--- config.mk ---
export PLATFORM = sky130hd
export DESIGN_NAME = rc_pwm_pulse_decoder
export DESIGN_NICKNAME = d
export VERILOG_FILES = /design/src/sv/rcpwm_pkg.sv /design/src/sv/rc_pwm_pulse_decoder.sv
export SDC_FILE = /design/constraint.sdc
export NUM_CORES = 1
export LEC_CHECK = 0
export BUFFER_PORTS_ARGS = -buffer_cell sky130_fd_sc_hd__clkbuf_2
export CORE_UTILIZATION = 60
export CTS_CLUSTER_DIAMETER = 60
export CTS_CLUSTER_SIZE = 28
export DETAILED_ROUTE_END_ITERATION = 8
export GPL_TIMING_DRIVEN = 0
export PLACE_DENSITY = 0.75
export SLEW_MARGIN = 10
export SYNTH_ARGS = -nofsm -noshare
export SYNTH_HDL_FRONTEND = slang
export SYNTH_SLANG_ARGS = --single-unit
--- constraint.sdc ---
create_clock -name clk -period 30.5 [get_ports clk]
set_input_delay 1.525 -clock clk [delete_from_list [all_inputs] [get_ports clk]]
set_output_delay 1.525 -clock clk [all_outputs]
set_load 0.05 [all_outputs]
--- src/sv/rcpwm_pkg.sv ---
package rcpwm_pkg;

  localparam int unsigned NumChannels = 8;
  localparam int unsigned ChanBits    = 3;
  localparam int unsigned TsBits      = 16;
  localparam int unsigned CfgBits     = 16;

  localparam logic [TsBits-1:0] FailsafeWidth = 16'd1000;
  localparam logic [7:0]        SilentMax     = 8'd255;

  typedef enum logic {
    OP_EDGE = 1'b0,
    OP_TICK = 1'b1
  } op_t;

  typedef enum logic [2:0] {
    REG_CENTERED_MASK = 3'd0,
    REG_CENTER_VALUE  = 3'd1,
    REG_DEADBAND_HALF = 3'd2,
    REG_REJECT_LOW    = 3'd3,
    REG_REJECT_HIGH   = 3'd4,
    REG_CLAMP_LOW     = 3'd5,
    REG_CLAMP_HIGH    = 3'd6,
    REG_TIMEOUT_TICKS = 3'd7
  } cfg_idx_t;

  typedef struct packed {
    op_t                 op;
    logic [ChanBits-1:0] channel;
    logic [TsBits-1:0]   timestamp;
  } in_item_t;

  typedef struct packed {
    logic [ChanBits-1:0] out_channel;
    logic [15:0]         raw_width;
    logic [15:0]         filtered_width;
    logic                timed_out;
    logic                last;
  } out_item_t;

  typedef struct packed {
    logic        centered;
    logic [15:0] center_value;
    logic [9:0]  deadband_half;
    logic [15:0] reject_low;
    logic [15:0] reject_high;
    logic [15:0] clamp_low;
    logic [15:0] clamp_high;
  } filt_cfg_t;

  // Deadband / reject / clamp chain, applied in that order.
  function automatic logic [15:0] pulse_filter(input filt_cfg_t c, input logic [15:0] w);
    logic        outside;
    logic        in_band;
    logic [16:0] w_plus_d;
    logic [16:0] c_plus_d;
    logic [15:0] v;
    begin
      outside  = (w < c.reject_low) || (w > c.reject_high);
      w_plus_d = {1'b0, w} + {7'd0, c.deadband_half};
      c_plus_d = {1'b0, c.center_value} + {7'd0, c.deadband_half};
      in_band  = (w_plus_d >= {1'b0, c.center_value}) && ({1'b0, w} <= c_plus_d);
      v = w;
      if (c.centered) begin
        if (in_band || outside) v = c.center_value;
      end else if (outside) begin
        v = c.clamp_low;
      end
      if ((v < c.clamp_low) && (v > c.reject_low)) v = c.clamp_low;
      if ((v > c.clamp_high) && (v < c.reject_high)) v = c.clamp_high;
      return v;
    end
  endfunction

endpackage

--- src/sv/rc_pwm_pulse_decoder.sv ---
// Channel  Signals                          Beat taken when
// in       in_valid, in_ready, in_data      in_valid && in_ready
// out      out_valid, out_ready, out_data   out_valid && out_ready
// cfg      cfg_we, cfg_index, cfg_wdata     cfg_we
//
// An edge beat that closes a pulse has its result in the output register on the
// next cycle. A tick beat latches the set of channels that time out and then sends
// one failsafe result a cycle while the output register is free, lowest channel first;
// in_ready stays low until that set is empty.
// Reset (synchronous, rst_n low) clears all channel state and loads register defaults.
// A stalled output register holds its beat and blocks further input.
module rc_pwm_pulse_decoder
  import rcpwm_pkg::*;
(
  input  logic                 clk,
  input  logic                 rst_n,
  input  logic                 in_valid,
  output logic                 in_ready,
  input  in_item_t             in_data,
  output logic                 out_valid,
  input  logic                 out_ready,
  output out_item_t            out_data,
  input  logic                 cfg_we,
  input  cfg_idx_t             cfg_index,
  input  logic [CfgBits-1:0]   cfg_wdata
);

  logic [NumChannels-1:0] centered_mask_r;
  logic [15:0]            center_value_r;
  logic [9:0]             deadband_half_r;
  logic [15:0]            reject_low_r;
  logic [15:0]            reject_high_r;
  logic [15:0]            clamp_low_r;
  logic [15:0]            clamp_high_r;
  logic [7:0]             timeout_ticks_r;

  logic [NumChannels-1:0] awaiting_r, awaiting_nxt;
  logic [TsBits-1:0]      first_time_r [NumChannels];
  logic [7:0]             silent_r [NumChannels];
  logic [7:0]             silent_nxt [NumChannels];
  logic [NumChannels-1:0] reported_r, reported_nxt;
  logic [NumChannels-1:0] pend_r, pend_nxt;

  logic                   out_valid_r, out_valid_nxt;
  out_item_t              out_r, out_nxt;

  logic                   slot_free;
  logic                   in_fire;
  logic                   edge_fire;
  logic                   tick_fire;
  logic [ChanBits-1:0]    sel_ch;
  logic [NumChannels-1:0] pend_rest;
  logic [15:0]            width;
  filt_cfg_t              edge_cfg;
  filt_cfg_t              fs_cfg;

  assign slot_free = !out_valid_r || out_ready;
  assign in_ready  = slot_free && (pend_r == '0);
  assign in_fire   = in_valid && in_ready;
  assign edge_fire = in_fire && (in_data.op == OP_EDGE);
  assign tick_fire = in_fire && (in_data.op == OP_TICK);

  // Wrap case (new time not above stored time): 16'hFFFF minus stored time plus new time, never above 16 bits.
  assign width = (in_data.timestamp > first_time_r[in_data.channel])
               ? in_data.timestamp - first_time_r[in_data.channel]
               : 16'hFFFF - (first_time_r[in_data.channel] - in_data.timestamp);

  always_comb begin
    sel_ch = '0;
    for (int i = NumChannels - 1; i >= 0; i--) begin
      if (pend_r[i]) sel_ch = ChanBits'(i);
    end
    pend_rest = pend_r & ~(NumChannels'(1) << sel_ch);
  end

  always_comb begin
    edge_cfg = '{centered: centered_mask_r[in_data.channel], center_value: center_value_r,
                 deadband_half: deadband_half_r, reject_low: reject_low_r,
                 reject_high: reject_high_r, clamp_low: clamp_low_r,
                 clamp_high: clamp_high_r};
    fs_cfg          = edge_cfg;
    fs_cfg.centered = centered_mask_r[sel_ch];
  end

  // Channel state update.
  always_comb begin
    awaiting_nxt = awaiting_r;
    reported_nxt = reported_r;
    pend_nxt     = pend_r;
    for (int i = 0; i < NumChannels; i++) silent_nxt[i] = silent_r[i];

    if (slot_free && (pend_r != '0)) pend_nxt = pend_rest;

    if (edge_fire) begin
      silent_nxt[in_data.channel]   = '0;
      reported_nxt[in_data.channel] = 1'b0;
      awaiting_nxt[in_data.channel] = !awaiting_r[in_data.channel];
    end else if (tick_fire) begin
      for (int i = 0; i < NumChannels; i++) begin
        if (silent_r[i] != SilentMax) silent_nxt[i] = silent_r[i] + 8'd1;
        if ((silent_nxt[i] > timeout_ticks_r) && !reported_r[i]) begin
          reported_nxt[i] = 1'b1;
          pend_nxt[i]     = 1'b1;
        end
      end
    end
  end

  // Output register load: drain failsafe results first, else a finished edge pair.
  always_comb begin
    out_valid_nxt = out_valid_r && !out_ready;
    out_nxt       = out_r;
    if (slot_free && (pend_r != '0)) begin
      out_valid_nxt          = 1'b1;
      out_nxt.out_channel    = sel_ch;
      out_nxt.raw_width      = FailsafeWidth;
      out_nxt.filtered_width = pulse_filter(fs_cfg, FailsafeWidth);
      out_nxt.timed_out      = 1'b1;
      out_nxt.last           = (pend_rest == '0);
    end else if (edge_fire && awaiting_r[in_data.channel]) begin
      out_valid_nxt          = 1'b1;
      out_nxt.out_channel    = in_data.channel;
      out_nxt.raw_width      = width;
      out_nxt.filtered_width = pulse_filter(edge_cfg, width);
      out_nxt.timed_out      = 1'b0;
      out_nxt.last           = 1'b1;
    end
  end

  always_ff @(posedge clk) begin
    if (!rst_n) begin
      awaiting_r  <= '0;
      reported_r  <= '0;
      pend_r      <= '0;
      out_valid_r <= 1'b0;
      for (int i = 0; i < NumChannels; i++) begin
        silent_r[i]     <= '0;
        first_time_r[i] <= '0;
      end
    end else begin
      awaiting_r  <= awaiting_nxt;
      reported_r  <= reported_nxt;
      pend_r      <= pend_nxt;
      out_valid_r <= out_valid_nxt;
      for (int i = 0; i < NumChannels; i++) silent_r[i] <= silent_nxt[i];
      if (edge_fire && !awaiting_r[in_data.channel]) begin
        first_time_r[in_data.channel] <= in_data.timestamp;
      end
    end
  end

  always_ff @(posedge clk) begin
    out_r <= out_nxt;
  end

  always_ff @(posedge clk) begin
    if (!rst_n) begin
      centered_mask_r <= 8'd14;
      center_value_r  <= 16'd1500;
      deadband_half_r <= 10'd25;
      reject_low_r    <= 16'd980;
      reject_high_r   <= 16'd2100;
      clamp_low_r     <= 16'd1000;
      clamp_high_r    <= 16'd2000;
      timeout_ticks_r <= 8'd200;
    end else if (cfg_we) begin
      unique case (cfg_index)
        REG_CENTERED_MASK: centered_mask_r <= cfg_wdata[NumChannels-1:0];
        REG_CENTER_VALUE:  center_value_r  <= cfg_wdata;
        REG_DEADBAND_HALF: deadband_half_r <= cfg_wdata[9:0];
        REG_REJECT_LOW:    reject_low_r    <= cfg_wdata;
        REG_REJECT_HIGH:   reject_high_r   <= cfg_wdata;
        REG_CLAMP_LOW:     clamp_low_r     <= cfg_wdata;
        REG_CLAMP_HIGH:    clamp_high_r    <= cfg_wdata;
        REG_TIMEOUT_TICKS: timeout_ticks_r <= cfg_wdata[7:0];
        default:           timeout_ticks_r <= timeout_ticks_r;
      endcase
    end
  end

  assign out_valid = out_valid_r;
  assign out_data  = out_r;

endmodule

==> impl_metrics.env <==
export IMPL_worst_r2r_path_depth=60
export IMPL_cp_slowest_cell="nor3b_2"
export IMPL_post_route_util_pct=66.76
export IMPL_slew_violations=0
export IMPL_areaGrowthSynthToFinish_pct=9.713
export IMPL_p_per_area_nw_per_um2=64.20
export IMPL_die_area_sq_um=43470
export IMPL_globalRouteMet1Util_pct=48.17
export IMPL_met2_usage_pct=64.49
export IMPL_post_drt_wl_per_cell_um=24.08
export IMPL_numCtsBuffers=35
export IMPL_critPathCaptureType="flip-flop"
export IMPL_synthArstFlopShare_pct=0
export IMPL_max_stage_delay_ns=0.88
export IMPL_ir_drop_mv=0.06909
export IMPL_drt_pass1_iterations=6
export IMPL_syn_mean_instance_area_sq_um=8.876
export IMPL_startpoint_type="input pin"
export IMPL_ys_ff_latch=360
export IMPL_grt_pass1_vias=22749
export IMPL_drive_gt1_share_pct=8.041
export IMPL_cts_root_buf="clkbuf_16"
export IMPL_fin_area_sq_um=28070
export IMPL_grt_busiest_layer="met2"
export IMPL_initial_core_util_pct=60.85
export IMPL_cp_common_cell="o21a_1"
export IMPL_fp_coreArea_sq_um=42040
export IMPL_path_clk_slew_ns=0.08
export IMPL_synthFlopType="dfxtp_1"
export IMPL_syn_cell_area_sq_um=25580
export IMPL_htreeDepth=2
export IMPL_hpwlAfterDp_um=66410
export IMPL_grt_max_degree=27
export IMPL_synth_largest_area_cell="edfxtp_1"
export IMPL_place_ws_ns=12.81
export IMPL_setup_tns_ns=0
export IMPL_cts_resized=0
export IMPL_r2r_end="out_data[13]"
export IMPL_synth_warnings=0
export IMPL_period_minus_slack_ns=17.61
export IMPL_r2r_slack_ns=15.36
export IMPL_grt_use_met3_pct=6.989
export IMPL_synth_nets=3238
export IMPL_fin_crit_sh_pct=57.74
export IMPL_hold_viol=0
export IMPL_clkLatencyLatePin_ns=0.58
export IMPL_grt_pass1_wl_um=130200
export IMPL_critical_path_arrival_ns=17.91
export IMPL_power_leakage_nw=11.41
export IMPL_setup_ws_ns=12.89
export IMPL_finalSetupViolCount=0
export IMPL_grt_ovfl_total=0
export IMPL_reg2reg_from="first_time_r[1][9]"
export IMPL_synth_top_cell_area_share_pct=17.37
export IMPL_io_buffers=68
export IMPL_dieHeight_um=208.5
export IMPL_syn_inst=2882
export IMPL_grt_antenna_before_repair=2
export IMPL_grtUsageTotal_pct=39.29
export IMPL_gp_congestion=1.004
export IMPL_finClkSkew_ns=0.03944
export IMPL_post_cts_buffers=0
export IMPL_drv_cap=0
export IMPL_crit_required_ns=30.80
export IMPL_postCtsHoldBufs=0
export IMPL_final_cells=3565
export IMPL_fin_nets=3353
export IMPL_hold_class="flip-flop to flip-flop"
export IMPL_placed_area_sq_um=26800
export IMPL_drc=0
export IMPL_std_cell_rows=75
export IMPL_die_width_um=208.5
export IMPL_maxClockFrequency_ghz=0.05678
export IMPL_path_class="input pin to flip-flop"
export IMPL_hold_path_depth=2
export IMPL_ys_seq_area_share_pct=33.96
export IMPL_synth_common_cells="nand2_1, ha_1, dfxtp_1, inv_1, edfxtp_1"
export IMPL_worst_slew_pin_slew_ns=1.461
export IMPL_rsz0062_at_grt="false"
export IMPL_drt_initial_drc_count=2080
export IMPL_hp_start="out_data[1]"
export IMPL_ioPinCount=83
export IMPL_cts_sinks=360
export IMPL_ant_nets=0
export IMPL_yosysMostFrequentCell="nand2_1"
export IMPL_critPathMaxFanout=10
export IMPL_dp_cells=3499
export IMPL_synth_area_leaders="edfxtp_1, dfxtp_1, ha_1"
export IMPL_cts_max_path_buffers=3
export IMPL_worstHoldEndpoint="out_data[1]"
export IMPL_wl_um=85860
export IMPL_vias_per_cell=6.537
export IMPL_synth_edf_count=148
export IMPL_vias=23304
export IMPL_relSlewSlack_pct=2.241
export IMPL_cts_tree="built"
export IMPL_status="finished clean"
export IMPL_yosysUniqueCellTypes=95
report_power, final:
group / total, mW / internal, mW / switching [mW]
Combinational: 0.784 / 0.281 / 0.504
Clock: 0.475 / 0.250 / 0.225
Sequential: 0.543 / 0.526 / 0.0168
how the worst max path moves through the flow:
stage                        end   startpoint
floorplan           out_data[10]  in_data[17]
global placement    out_data[13]  in_data[17]
detailed placement  out_data[13]  in_data[17]
CTS                 out_data[13]  in_data[17]
global route        out_data[13]  in_data[17]
finish              out_data[13]  in_data[17]
state kept, by name, indices dropped and copies added, names as in the netlist:
register         count
clamp_low_r         16
first_time_r       128
reported_r           8
center_value_r      16
out_valid            1
awaiting_r           8
pend_r               8
reject_high_r       16
deadband_half_r     10
clamp_high_r        16
centered_mask_r      8
out_data            37
reject_low_r        16
timeout_ticks_r      8
silent_r            64
layout by cell type (no fill, tap or decap), types with 73 or more instances in the layout:
master / netlist / layout
nor2b_1: 73 / 73
a21oi_1: 128 / 128
a21o_1: 76 / 76
clkbuf_1: 98 / 99
inv_1: 159 / 159
nor2_1: 136 / 136
ha_1: 308 / 308
nand3_1: 80 / 80
o21ai_0: 133 / 125
edfxtp_1: 148 / 148
dfxtp_1: 212 / 212
nand2_1: 330 / 330
and2_1: 134 / 134
a21boi_0: 81 / 81
a22oi_1: 85 / 85
layout make-up:
class | instances | area (sq um)
antenna | 4 | 10.01
buffer | 123 | 515.5
clock buffer | 40 | 957.2
clock inverter | 22 | 301.5
fill | 3441 | 13970
inverter | 163 | 611.8
multi-input combinational | 2236 | 15840
sequential | 360 | 8688
tap | 539 | 674.4
timing repair buffer | 78 | 471.7
per-layer routing:
| layer | up-vias | share of wire (%) | wire length (um) |
|---|---|---|---|
| li1 | 10844 | - | - |
| met1 | 11047 | 39 | 33300 |
| met2 | 1111 | 47 | 40000 |
| met3 | 302 | 8.2 | 7066 |
| met4 | 0 | 6.4 | 5495 |
| met5 | - | 0 | 0 |
stage by stage:
stage / hold slack [ns] / power (mW)
6_report: 0.4548 / 1.802
5_1_grt: 0.4748 / 1.883
4_1_cts: 0.4540 / 1.786
2_1_floorplan: 0.4290 / 1.082
3_5_place_dp: 0.4422 / 1.313
3_3_place_gp: 0.4369 / 1.286
critical path: cells and delay by family:
family,cells,cell delay (ns)
compound gates,37,8.23
simple gates,9,2.49
buf+inv,7,2.41
fa+ha+maj,5,1.79
mux,2,0.75
xor+xnor,2,0.65
cell families after synthesis:
group	count (synthesis)	synth area share, %
AND/OR/NAND/NOR	1002	19.78
adder cells (fa/ha/maj)	313	15.42
XOR/XNOR	73	2.558
buffers and inverters	286	4.407
flip-flops	360	33.96
multiplexers	47	1.971
AO/OA/AOI/OAI	801	21.90
Note: power is estimated with default switching activity, not from simulation.
